<file path="src/hw/rtl/plin_pkg.sv">
`timescale 1ns / 1ps
// ----------------------------------------------------------------------------
// plin_pkg
// shared types and constants of the piecewise linear interpolator
// ----------------------------------------------------------------------------
package plin_pkg;

	localparam int DATA_W         = 16;
	localparam int IDX_W          = 6;
	localparam int CFG_W          = 7;
	localparam int RES_W          = 36;
	localparam int DIFF_W         = DATA_W + 1;
	localparam int PROD_W         = 2 * DIFF_W;
	localparam int QUO_W          = PROD_W + 1;
	localparam int DEF_MAX_POINTS = 64;
	localparam int DEF_QUEUE_DEPTH = 4;

	localparam logic KIND_LOAD  = 1'b0;
	localparam logic KIND_QUERY = 1'b1;

	localparam logic STATUS_OK  = 1'b0;
	localparam logic STATUS_ERR = 1'b1;

	typedef struct packed {
		logic                     kind;
		logic [IDX_W-1:0]         point_index;
		logic signed [DATA_W-1:0] x_value;
		logic signed [DATA_W-1:0] y_value;
	} item_t;

endpackage

</file>
<file path="src/hw/rtl/plin_front.sv">
`timescale 1ns / 1ps
// ----------------------------------------------------------------------------
// plin_front
// input queue: takes items from the push side and hands them to the engine
// ----------------------------------------------------------------------------
module plin_front import plin_pkg::*; #(
	parameter int QUEUE_DEPTH = DEF_QUEUE_DEPTH
) (
	input  logic  clk,
	input  logic  arst_n,
	input  logic  push,
	output logic  full,
	input  item_t item_in,
	output logic  item_avail,
	output item_t item_out,
	input  logic  item_pop
);

	localparam int PW = (QUEUE_DEPTH > 1) ? $clog2(QUEUE_DEPTH) : 1;
	localparam int CW = $clog2(QUEUE_DEPTH + 1);

	item_t          slot_q [QUEUE_DEPTH];
	logic [PW-1:0]  wr_ptr_q;
	logic [PW-1:0]  rd_ptr_q;
	logic [CW-1:0]  count_q;
	logic           do_push;
	logic           do_pop;

	assign full       = (count_q == CW'(QUEUE_DEPTH));
	assign item_avail = (count_q != '0);
	assign item_out   = slot_q[rd_ptr_q];
	assign do_push    = push && !full;
	assign do_pop     = item_pop && item_avail;

	always_ff @(posedge clk) begin
		if (do_push) begin
			slot_q[wr_ptr_q] <= item_in;
		end
	end

	always_ff @(posedge clk or negedge arst_n) begin
		if (!arst_n) begin
			wr_ptr_q <= '0;
			rd_ptr_q <= '0;
			count_q  <= '0;
		end else begin
			if (do_push) begin
				wr_ptr_q <= (wr_ptr_q == PW'(QUEUE_DEPTH - 1)) ? '0 : wr_ptr_q + 1'b1;
			end
			if (do_pop) begin
				rd_ptr_q <= (rd_ptr_q == PW'(QUEUE_DEPTH - 1)) ? '0 : rd_ptr_q + 1'b1;
			end
			if (do_push && !do_pop) begin
				count_q <= count_q + 1'b1;
			end else if (do_pop && !do_push) begin
				count_q <= count_q - 1'b1;
			end
		end
	end

endmodule

</file>
<file path="src/hw/rtl/plin_div.sv">
`timescale 1ns / 1ps
// ----------------------------------------------------------------------------
// plin_div
// serial signed divider, one quotient bit a cycle, truncates toward zero
// ----------------------------------------------------------------------------
module plin_div import plin_pkg::*; (
	input  logic                     clk,
	input  logic                     arst_n,
	input  logic                     start,
	input  logic signed [PROD_W-1:0] dividend,
	input  logic signed [DIFF_W-1:0] divisor,
	output logic                     done,
	output logic signed [QUO_W-1:0]  quotient
);

	localparam int CNT_W = $clog2(PROD_W + 1);

	logic [PROD_W-1:0] quo_q;
	logic [DIFF_W-1:0] rem_q;
	logic [DIFF_W-1:0] dvs_q;
	logic              neg_q;
	logic [CNT_W-1:0]  cnt_q;
	logic              busy_q;
	logic              done_q;
	logic [DIFF_W:0]   shifted;
	logic [DIFF_W+1:0] trial;

	assign shifted = {rem_q, quo_q[PROD_W-1]};
	assign trial   = {1'b0, shifted} - {2'b00, dvs_q};
	assign done    = done_q;
	assign quotient = neg_q ? -$signed({1'b0, quo_q}) : $signed({1'b0, quo_q});

	always_ff @(posedge clk or negedge arst_n) begin
		if (!arst_n) begin
			busy_q <= 1'b0;
			done_q <= 1'b0;
			cnt_q  <= '0;
		end else begin
			done_q <= 1'b0;
			if (start) begin
				busy_q <= 1'b1;
				cnt_q  <= CNT_W'(PROD_W);
			end else if (busy_q) begin
				cnt_q <= cnt_q - 1'b1;
				if (cnt_q == CNT_W'(1)) begin
					busy_q <= 1'b0;
					done_q <= 1'b1;
				end
			end
		end
	end

	always_ff @(posedge clk) begin
		if (start) begin
			quo_q <= dividend[PROD_W-1] ? PROD_W'(-dividend) : dividend;
			dvs_q <= divisor[DIFF_W-1] ? DIFF_W'(-divisor) : divisor;
			neg_q <= dividend[PROD_W-1] ^ divisor[DIFF_W-1];
			rem_q <= '0;
		end else if (busy_q) begin
			// restoring step
			if (!trial[DIFF_W+1]) begin
				rem_q <= trial[DIFF_W-1:0];
				quo_q <= {quo_q[PROD_W-2:0], 1'b1};
			end else begin
				rem_q <= shifted[DIFF_W-1:0];
				quo_q <= {quo_q[PROD_W-2:0], 1'b0};
			end
		end
	end

endmodule

</file>
<file path="src/hw/rtl/plin_back.sv">
`timescale 1ns / 1ps
// ----------------------------------------------------------------------------
// plin_back
// engine: breakpoint memory, segment search, multiply, divide, result slot
// ----------------------------------------------------------------------------
module plin_back import plin_pkg::*; #(
	parameter int MAX_POINTS = DEF_MAX_POINTS
) (
	input  logic                    clk,
	input  logic                    arst_n,
	input  logic [CFG_W-1:0]        points_in_use,
	input  logic                    item_avail,
	input  item_t                   item,
	output logic                    item_pop,
	output logic                    empty,
	input  logic                    pop,
	output logic signed [RES_W-1:0] result_value,
	output logic                    status
);

	localparam int AW = $clog2(MAX_POINTS);
	localparam int NW = $clog2(MAX_POINTS + 1);

	localparam logic [3:0] S_IDLE  = 4'd0;
	localparam logic [3:0] S_RD0   = 4'd1;
	localparam logic [3:0] S_RDL   = 4'd2;
	localparam logic [3:0] S_SCAN  = 4'd3;
	localparam logic [3:0] S_FETCH = 4'd4;
	localparam logic [3:0] S_F1    = 4'd5;
	localparam logic [3:0] S_F2    = 4'd6;
	localparam logic [3:0] S_MUL   = 4'd7;
	localparam logic [3:0] S_DIVGO = 4'd8;
	localparam logic [3:0] S_DIV   = 4'd9;
	localparam logic [3:0] S_OUT   = 4'd10;

	logic [2*DATA_W-1:0]      mem [MAX_POINTS];
	logic [2*DATA_W-1:0]      rdata_q;
	logic                     rd_en;
	logic [AW-1:0]            raddr;
	logic                     wr_en;

	logic [3:0]               state_q;
	logic [NW-1:0]            n_q;
	logic [NW-1:0]            n_clamp;
	logic signed [DATA_W-1:0] xq_q;
	logic signed [DATA_W-1:0] prev_q;
	logic signed [DATA_W-1:0] xa_q;
	logic signed [DATA_W-1:0] ya_q;
	logic [AW-1:0]            k_q;
	logic [AW-1:0]            a_q;
	logic signed [DIFF_W-1:0] dy_q;
	logic signed [DIFF_W-1:0] dx_q;
	logic signed [DIFF_W-1:0] dq_q;
	logic signed [PROD_W-1:0] prod_s1;
	logic signed [RES_W-1:0]  val_q;
	logic                     err_q;
	logic                     res_valid_q;
	logic signed [RES_W-1:0]  res_val_q;
	logic                     res_status_q;
	logic                     slot_free;

	logic signed [DATA_W-1:0] rd_x;
	logic signed [DATA_W-1:0] rd_y;
	logic                     hit;
	logic                     last_k;
	logic                     div_start;
	logic                     div_done;
	logic signed [QUO_W-1:0]  div_quo;

	assign rd_x = rdata_q[2*DATA_W-1:DATA_W];
	assign rd_y = rdata_q[DATA_W-1:0];

	// bracketing test against the previous breakpoint
	assign hit    = (prev_q <= xq_q) && (xq_q <= rd_x) && (rd_x != prev_q);
	assign last_k = (32'(k_q) == 32'(n_q) - 1);

	assign slot_free = !res_valid_q || pop;
	assign empty        = !res_valid_q;
	assign result_value = res_val_q;
	assign status       = res_status_q;

	// zero acts as one, anything above the table size as the table size
	always_comb begin
		if (points_in_use == '0) begin
			n_clamp = NW'(1);
		end else if (32'(points_in_use) > MAX_POINTS) begin
			n_clamp = NW'(MAX_POINTS);
		end else begin
			n_clamp = NW'(points_in_use);
		end
	end

	assign wr_en = (state_q == S_IDLE) && item_avail && (item.kind == KIND_LOAD) &&
		(32'(item.point_index) < MAX_POINTS);
	assign div_start = (state_q == S_DIVGO);

	always_comb begin
		rd_en    = 1'b0;
		raddr    = '0;
		item_pop = 1'b0;
		case (state_q)
			S_IDLE: begin
				if (item_avail) begin
					item_pop = 1'b1;
					rd_en    = (item.kind == KIND_QUERY);
				end
			end
			S_RD0: begin
				if (n_q != NW'(1) && !(xq_q <= rd_x)) begin
					rd_en = 1'b1;
					raddr = AW'(n_q - 1'b1);
				end
			end
			S_RDL: begin
				if (!(rd_x <= xq_q)) begin
					rd_en = 1'b1;
					raddr = AW'(1);
				end
			end
			S_SCAN: begin
				if (!hit && !last_k) begin
					rd_en = 1'b1;
					raddr = k_q + 1'b1;
				end
			end
			S_FETCH: begin
				rd_en = 1'b1;
				raddr = a_q;
			end
			S_F1: begin
				rd_en = 1'b1;
				raddr = a_q + 1'b1;
			end
			default: begin
				rd_en = 1'b0;
			end
		endcase
	end

	always_ff @(posedge clk) begin
		if (wr_en) begin
			mem[AW'(item.point_index)] <= {item.x_value, item.y_value};
		end
		if (rd_en) begin
			rdata_q <= mem[raddr];
		end
	end

	always_ff @(posedge clk or negedge arst_n) begin
		if (!arst_n) begin
			state_q     <= S_IDLE;
			res_valid_q <= 1'b0;
		end else begin
			if (pop && res_valid_q) begin
				res_valid_q <= 1'b0;
			end
			case (state_q)
				S_IDLE: begin
					if (item_avail && item.kind == KIND_QUERY) begin
						state_q <= S_RD0;
					end
				end
				S_RD0: begin
					if (n_q == NW'(1)) begin
						state_q <= S_OUT;
					end else if (xq_q <= rd_x) begin
						state_q <= S_FETCH;
					end else begin
						state_q <= S_RDL;
					end
				end
				S_RDL: begin
					state_q <= (rd_x <= xq_q) ? S_FETCH : S_SCAN;
				end
				S_SCAN: begin
					if (hit) begin
						state_q <= S_FETCH;
					end else if (last_k) begin
						state_q <= S_OUT;
					end
				end
				S_FETCH: state_q <= S_F1;
				S_F1:    state_q <= S_F2;
				S_F2: begin
					state_q <= (rd_x == xa_q) ? S_OUT : S_MUL;
				end
				S_MUL:   state_q <= S_DIVGO;
				S_DIVGO: state_q <= S_DIV;
				S_DIV: begin
					if (div_done) begin
						state_q <= S_OUT;
					end
				end
				S_OUT: begin
					if (slot_free) begin
						res_valid_q <= 1'b1;
						state_q     <= S_IDLE;
					end
				end
				default: state_q <= S_IDLE;
			endcase
		end
	end

	always_ff @(posedge clk) begin
		case (state_q)
			S_IDLE: begin
				xq_q <= item.x_value;
				n_q  <= n_clamp;
			end
			S_RD0: begin
				prev_q <= rd_x;
				a_q    <= '0;
				val_q  <= RES_W'(rd_y);
				err_q  <= 1'b0;
			end
			S_RDL: begin
				a_q <= AW'(n_q - NW'(2));
				k_q <= AW'(1);
			end
			S_SCAN: begin
				prev_q <= rd_x;
				k_q    <= k_q + 1'b1;
				a_q    <= k_q - 1'b1;
				err_q  <= 1'b1;
				val_q  <= '0;
			end
			S_F1: begin
				xa_q <= rd_x;
				ya_q <= rd_y;
			end
			S_F2: begin
				dy_q  <= DIFF_W'(rd_y) - DIFF_W'(ya_q);
				dx_q  <= DIFF_W'(rd_x) - DIFF_W'(xa_q);
				dq_q  <= DIFF_W'(xq_q) - DIFF_W'(xa_q);
				err_q <= (rd_x == xa_q);
				val_q <= '0;
			end
			S_MUL: begin
				prod_s1 <= dy_q * dq_q;
			end
			S_DIV: begin
				val_q <= RES_W'(ya_q) + RES_W'(div_quo);
				err_q <= 1'b0;
			end
			S_OUT: begin
				if (slot_free) begin
					res_val_q    <= err_q ? '0 : val_q;
					res_status_q <= err_q ? STATUS_ERR : STATUS_OK;
				end
			end
			default: begin
			end
		endcase
	end

	plin_div u_div (
		.clk      (clk),
		.arst_n   (arst_n),
		.start    (div_start),
		.dividend (prod_s1),
		.divisor  (dx_q),
		.done     (div_done),
		.quotient (div_quo)
	);

endmodule

</file>
<file path="src/hw/rtl/piecewise_linear_interpolator.sv">
`timescale 1ns / 1ps
// ----------------------------------------------------------------------------
// piecewise_linear_interpolator
// breakpoint table with a piecewise linear query engine
// ----------------------------------------------------------------------------
// a load item is written straight from the idle state; a query runs the table
// scan, which reads one breakpoint a cycle over the n points in use, then the
// segment fetch, the multiply and the 34-step serial divider
// one query at a time: the next item starts once the result is in
// reset: queues empty, points in use back to one, table contents undefined
// ----------------------------------------------------------------------------
module piecewise_linear_interpolator import plin_pkg::*; #(
	parameter int MAX_POINTS  = DEF_MAX_POINTS,
	parameter int QUEUE_DEPTH = DEF_QUEUE_DEPTH
) (
	input  logic                     clk,
	input  logic                     arst_n,
	// input item side
	input  logic                     push,
	output logic                     full,
	input  logic                     kind,
	input  logic [IDX_W-1:0]         point_index,
	input  logic signed [DATA_W-1:0] x_value,
	input  logic signed [DATA_W-1:0] y_value,
	// result side
	output logic                     empty,
	input  logic                     pop,
	output logic signed [RES_W-1:0]  result_value,
	output logic                     status,
	// configuration write channel
	input  logic                     cfg_valid,
	output logic                     cfg_ready,
	input  logic [CFG_W-1:0]         cfg_data
);

	item_t            item_in;
	item_t            item_head;
	logic             item_avail;
	logic             item_pop;
	logic [CFG_W-1:0] points_in_use_q;

	// pack the input fields into one item
	assign item_in.kind        = kind;
	assign item_in.point_index = point_index;
	assign item_in.x_value     = x_value;
	assign item_in.y_value     = y_value;

	// the register is always writable; write it only while idle, the block does not enforce it
	assign cfg_ready = 1'b1;

	always_ff @(posedge clk or negedge arst_n) begin
		if (!arst_n) begin
			points_in_use_q <= CFG_W'(1);
		end else if (cfg_valid && cfg_ready) begin
			points_in_use_q <= cfg_data;
		end
	end

	// front: short item queue that lets the push side run ahead of the engine
	plin_front #(
		.QUEUE_DEPTH (QUEUE_DEPTH)
	) u_front (
		.clk        (clk),
		.arst_n     (arst_n),
		.push       (push),
		.full       (full),
		.item_in    (item_in),
		.item_avail (item_avail),
		.item_out   (item_head),
		.item_pop   (item_pop)
	);

	// back: table, segment search and arithmetic, with its own result slot
	plin_back #(
		.MAX_POINTS (MAX_POINTS)
	) u_back (
		.clk           (clk),
		.arst_n        (arst_n),
		.points_in_use (points_in_use_q),
		.item_avail    (item_avail),
		.item          (item_head),
		.item_pop      (item_pop),
		.empty         (empty),
		.pop           (pop),
		.result_value  (result_value),
		.status        (status)
	);

endmodule

</file>
<file path="config.mk">
export PLATFORM = sky130hd
export DESIGN_NAME = piecewise_linear_interpolator
export DESIGN_NICKNAME = d
export VERILOG_FILES = /design/src/hw/rtl/plin_pkg.sv /design/src/hw/rtl/plin_front.sv /design/src/hw/rtl/plin_div.sv /design/src/hw/rtl/plin_back.sv /design/src/hw/rtl/piecewise_linear_interpolator.sv
export SDC_FILE = /design/constraint.sdc
export NUM_CORES = 2
export LEC_CHECK = 0
export BUFFER_PORTS_ARGS = -buffer_cell sky130_fd_sc_hd__buf_2
export CORE_ASPECT_RATIO = 1.75
export CORE_MARGIN = 2
export CORE_UTILIZATION = 35
export CTS_CLUSTER_DIAMETER = 200
export DETAILED_ROUTE_END_ITERATION = 16
export SETUP_SLACK_MARGIN = 0.4
export SLEW_MARGIN = 0
export SYNTH_ARGS = -nofsm -noshare
export SYNTH_HDL_FRONTEND = slang
export SYNTH_SLANG_ARGS = --single-unit
export TNS_END_PERCENT = 20
</file>
<file path="constraint.sdc">
create_clock -name clk -period 7.34 [get_ports clk]
set_input_delay 1.101 -clock clk [delete_from_list [all_inputs] [get_ports clk]]
set_output_delay 1.101 -clock clk [all_outputs]
set_load 0.005 [all_outputs]
</file>
==> impl_metrics.csv <==
group,metric,value,unit
placement,place.gp.congestion,0.9185,
route,wl,345100,µm
placement,portBuffers,89,
route,wire_per_inst,25.63,µm
sta,final_hold_viol_count,0,
outcome,status,"finished clean",
yosys,async_reset_ff_share,1.049,%
yosys,synthesis.nets,9199,
route,vias_per_cell,5.373,
power,power.share.clock,40.9,%
worst_setup_path,r2r-end,"u_back.prod_s1[27]$_DFFE_PP_",
clocking,cts_tree,"done",
grt,grt-ovfl-total,0,
sta,period_share,91.64,%
sta,setup_viol,0,
yosys,synth_common_cells,"edfxtp_1, nand2_1, a21oi_1",
finish,synthToLayoutAreaGrowth,12.87,%
yosys,ys.flop_type,"edfxtp_1",
floorplanning,row_count,281,
worst_setup_path,critPathRequiredTime,7.99,ns
power,pwr-share-comb,4.0,%
sta,clock.fmax,0.1487,GHz
finish,fill_cells,30670,
yosys,yosysMostFrequentCell,"edfxtp_1",
clocking,cts.path.max_buffers,4,
floorplanning,die_x,442.0,µm
placement,place_worst_setup_slack,0.3473,ns
sta,fin_crit,6.726,ns
yosys,synthTopCellsByArea,"edfxtp_1, fa_1, nand2_1",
power,intPower,23930,µW
floorplanning,ios,91,
grt,track_usage,19.72,%
route,antenna_left,0,
grt,grt_max_degree,176,
sta,worst_pin_slew,1.330,ns
route,route.detailed.drc,0,
route,drtPass1Iterations,7,
sta,maxSlewViolCount,0,
yosys,netlist-cell-type-count,92,
route,drt_iter0_drc,6591,
finish,fin_nets,9369,
sta,setup_slack,0.6137,ns
clocking,cts_hold_buf,0,
clocking,clkTransAtPathRegs,0.07,ns
clocking,cts_root_buf,"clkbuf_16",
finish,drive_gt1_share,10.27,%
route,dr_total_vias,72340,
worst_setup_path,critPathMaxFanout,8,
yosys,yosys.area.top_type,"edfxtp_1",
clocking,htreeDepth,4,
sta,setup-tns-final,0,ns
floorplanning,die_y,770.5,µm
yosys,yosysTopAreaCellShare,64.66,%
worst_setup_path,critical_path_class,"register to register",
worst_setup_path,r2r_cells,24,
clocking,worstSkewPairLatency,0.94,ns
power,p_per_area,230.9,nW/µm²
grt,antenna_found_initial,50,
grt,grt_pass1_vias,72620,
yosys,synth_seq_area_share,65.52,%
yosys,synth_edf_count,2530,
yosys,netlist_area,117500,µm²
power,p_leak,0.04821,µW
floorplanning,core-area,334400,µm²
worst_setup_path,start_kind,"register",
yosys,post_synth_inst_count,8611,
worst_setup_path,ff2ff_setup_slack,0.61,ns
worst_setup_path,cp.arrival,7.37,ns
clocking,cts_buffers,236,
clocking,cts.sink_count,2574,
yosys,avgSynthCellArea,13.65,µm²
placement,hpwl,226300,µm
flow_run,maxCapViolCount,0,
yosys,ys_seq_elements,2574,
worst_setup_path,end_kind,"register",
sta,rsz0062_at_grt,"true",
worst_setup_path,r2r_start,"u_back.dy_q[11]$_DFFE_PP_",
grt,grt_pass1_wl,494100,µm
floorplanning,die_area,340500,µm²
sta,relSlewSlack,11.33,%
power,pwr-share-seq,55.1,%
hold_path,hp-class,"input pin to asynchronous set/reset pin",
power,p_switching,6691,µW
yosys,ys_warn_count,0,
sta,fin_worst_skew,0.1019,ns
power,ir_worst_vdd,199.0,µV
floorplanning,start_util,35.14,%
power,p_sw_share,21.85,%
[critical path, cell delays in order (launching register included)]
cell and delay, ns:
edfxtp_1 0.55, and2_1 0.23, fa_1 0.53, inv_1 0.05, fa_1 0.48, fa_1 0.53
inv_1 0.06, fa_1 0.44, fa_1 0.51, inv_1 0.07, fa_1 0.48, inv_1 0.04
ha_1 0.35, a21o_1 0.22, a21o_1 0.18, a21o_1 0.17, a21oi_1 0.20, o2111a_1 0.27
nor3b_2 0.08, o31a_1 0.29, o21a_1 0.20, o21a_1 0.19, o21a_1 0.18, nor2_2 0.10
xnor2_1 0.07
[timing repair]
item / CTS / global route
hold endpoints to repair: 0 / 0
resized for setup: 0 / 6
setup buffers: 9 / 13
pin swaps: 0 / 0
setup endpoints to repair: 4 / 6
[flip-flops by register name, summed over array words and instances (netlist names), 32 cells and up]
name,count
u_back.prod_s1,34
u_back.result_value,36
u_front.slot_q,156
u_back.u_div.quo_q,34
u_back.val_q,36
u_back.mem,2048
u_back.rdata_q,32
[metal layers]
layer  up-vias  wire length, µm  track usage (%)
met2      2581           180200            36.18
met4        26            29380            15.17
met5         -              149                0
met3       794            18370            2.553
met1     36760           117000            20.30
li1      32180                -                -
[cell usage in the layout, fill, tap and decap left out, drive strengths merged, types with 58 or more instances in the layout]
cell type | synthesis | final
a21oi | 679 | 679
xor2 | 93 | 93
nand3 | 221 | 221
diode | 0 | 110
and2 | 153 | 153
clkinv | 0 | 94
buf | 168 | 389
nor2 | 231 | 231
a211oi | 72 | 72
fa | 302 | 302
ha | 235 | 235
inv | 471 | 486
edfxtp | 2530 | 2530
nor2b | 64 | 64
o21ai | 203 | 203
a32oi | 97 | 97
o22ai | 138 | 138
a22oi | 64 | 64
and3 | 76 | 76
clkbuf | 289 | 279
a21boi | 58 | 58
nand2 | 1248 | 1248
a221oi | 65 | 65
mux2i | 426 | 426
xnor2 | 126 | 126
[metrics by stage]
step / util, % / hold slack, ns / std cells / power (µW) / area [µm²]
6_report: 39.66 / 0.3308 / 13460 / 30620 / 132600
5_1_grt: 39.65 / 0.3577 / 13450 / 31370 / 132600
4_1_cts: 39.53 / 0.3119 / 13340 / 30820 / 132200
3_5_place_dp: 37.21 / 0.4856 / 12910 / 18440 / 124400
3_3_place_gp: 37.21 / 0.4651 / 12910 / 18370 / 124400
2_1_floorplan: - / 0.4471 / 8611 / 17680 / 117500
[area by class of cell]
| cell class | instances | area (µm²) | area share, % |
|---|---|---|---|
| sequential | 2574 | 76990 | 58.06 |
| tap | 4386 | 5488 | 4.138 |
| timing repair buffer | 389 | 3064 | 2.311 |
| multi-input combinational | 5109 | 37360 | 28.17 |
| clock buffer | 279 | 6180 | 4.660 |
| inverter | 471 | 1768 | 1.333 |
| antenna | 110 | 275.3 | 0.2076 |
| clock inverter | 146 | 1489 | 1.123 |
[logic make-up (layout without fill, tap and decap cells)]
logic type	Yosys count	in the layout	share of synthesized area, %
AO/OA/AOI/OAI	1603	1603	8.553
buffers and inverters	928	1285	3.285
flip-flops	2574	2574	65.52
AND/OR/NAND/NOR	2271	2271	8.832
XOR/XNOR	221	221	1.673
other	1	111	0.003192
adder cells (fa/ha/maj)	537	537	7.648
multiplexers	476	476	4.482
[worst max path at each step]
stage                     cells after the start                      endpoint  slack [ns]                 startpoint
final                                        24  u_back.prod_s1[27]$_DFFE_PP_        0.61  u_back.dy_q[11]$_DFFE_PP_
after global routing                         21  u_back.prod_s1[30]$_DFFE_PP_        0.34   u_back.dq_q[7]$_DFFE_PP_
after CTS                                    23  u_back.prod_s1[31]$_DFFE_PP_        0.41   u_back.dq_q[6]$_DFFE_PP_
after detailed placement                     22  u_back.prod_s1[31]$_DFFE_PP_        0.35   u_back.dy_q[6]$_DFFE_PP_
after global placement                       24  u_back.prod_s1[27]$_DFFE_PP_        0.41   u_back.dy_q[3]$_DFFE_PP_
after floorplan                              25  u_back.prod_s1[27]$_DFFE_PP_        1.01   u_back.dq_q[5]$_DFFE_PP_
[power groups by stage]
stage / combinational [µW] / clock (µW) / sequential [µW]
2_1_floorplan: 508 / 0 / 17200
3_3_place_gp: 1180 / 0 / 17200
3_5_place_dp: 1240 / 0 / 17200
4_1_cts: 1240 / 12700 / 16900
5_1_grt: 1300 / 13200 / 16900
6_report: 1230 / 12500 / 16900
Note: power is estimated with default switching activity, not from simulation.
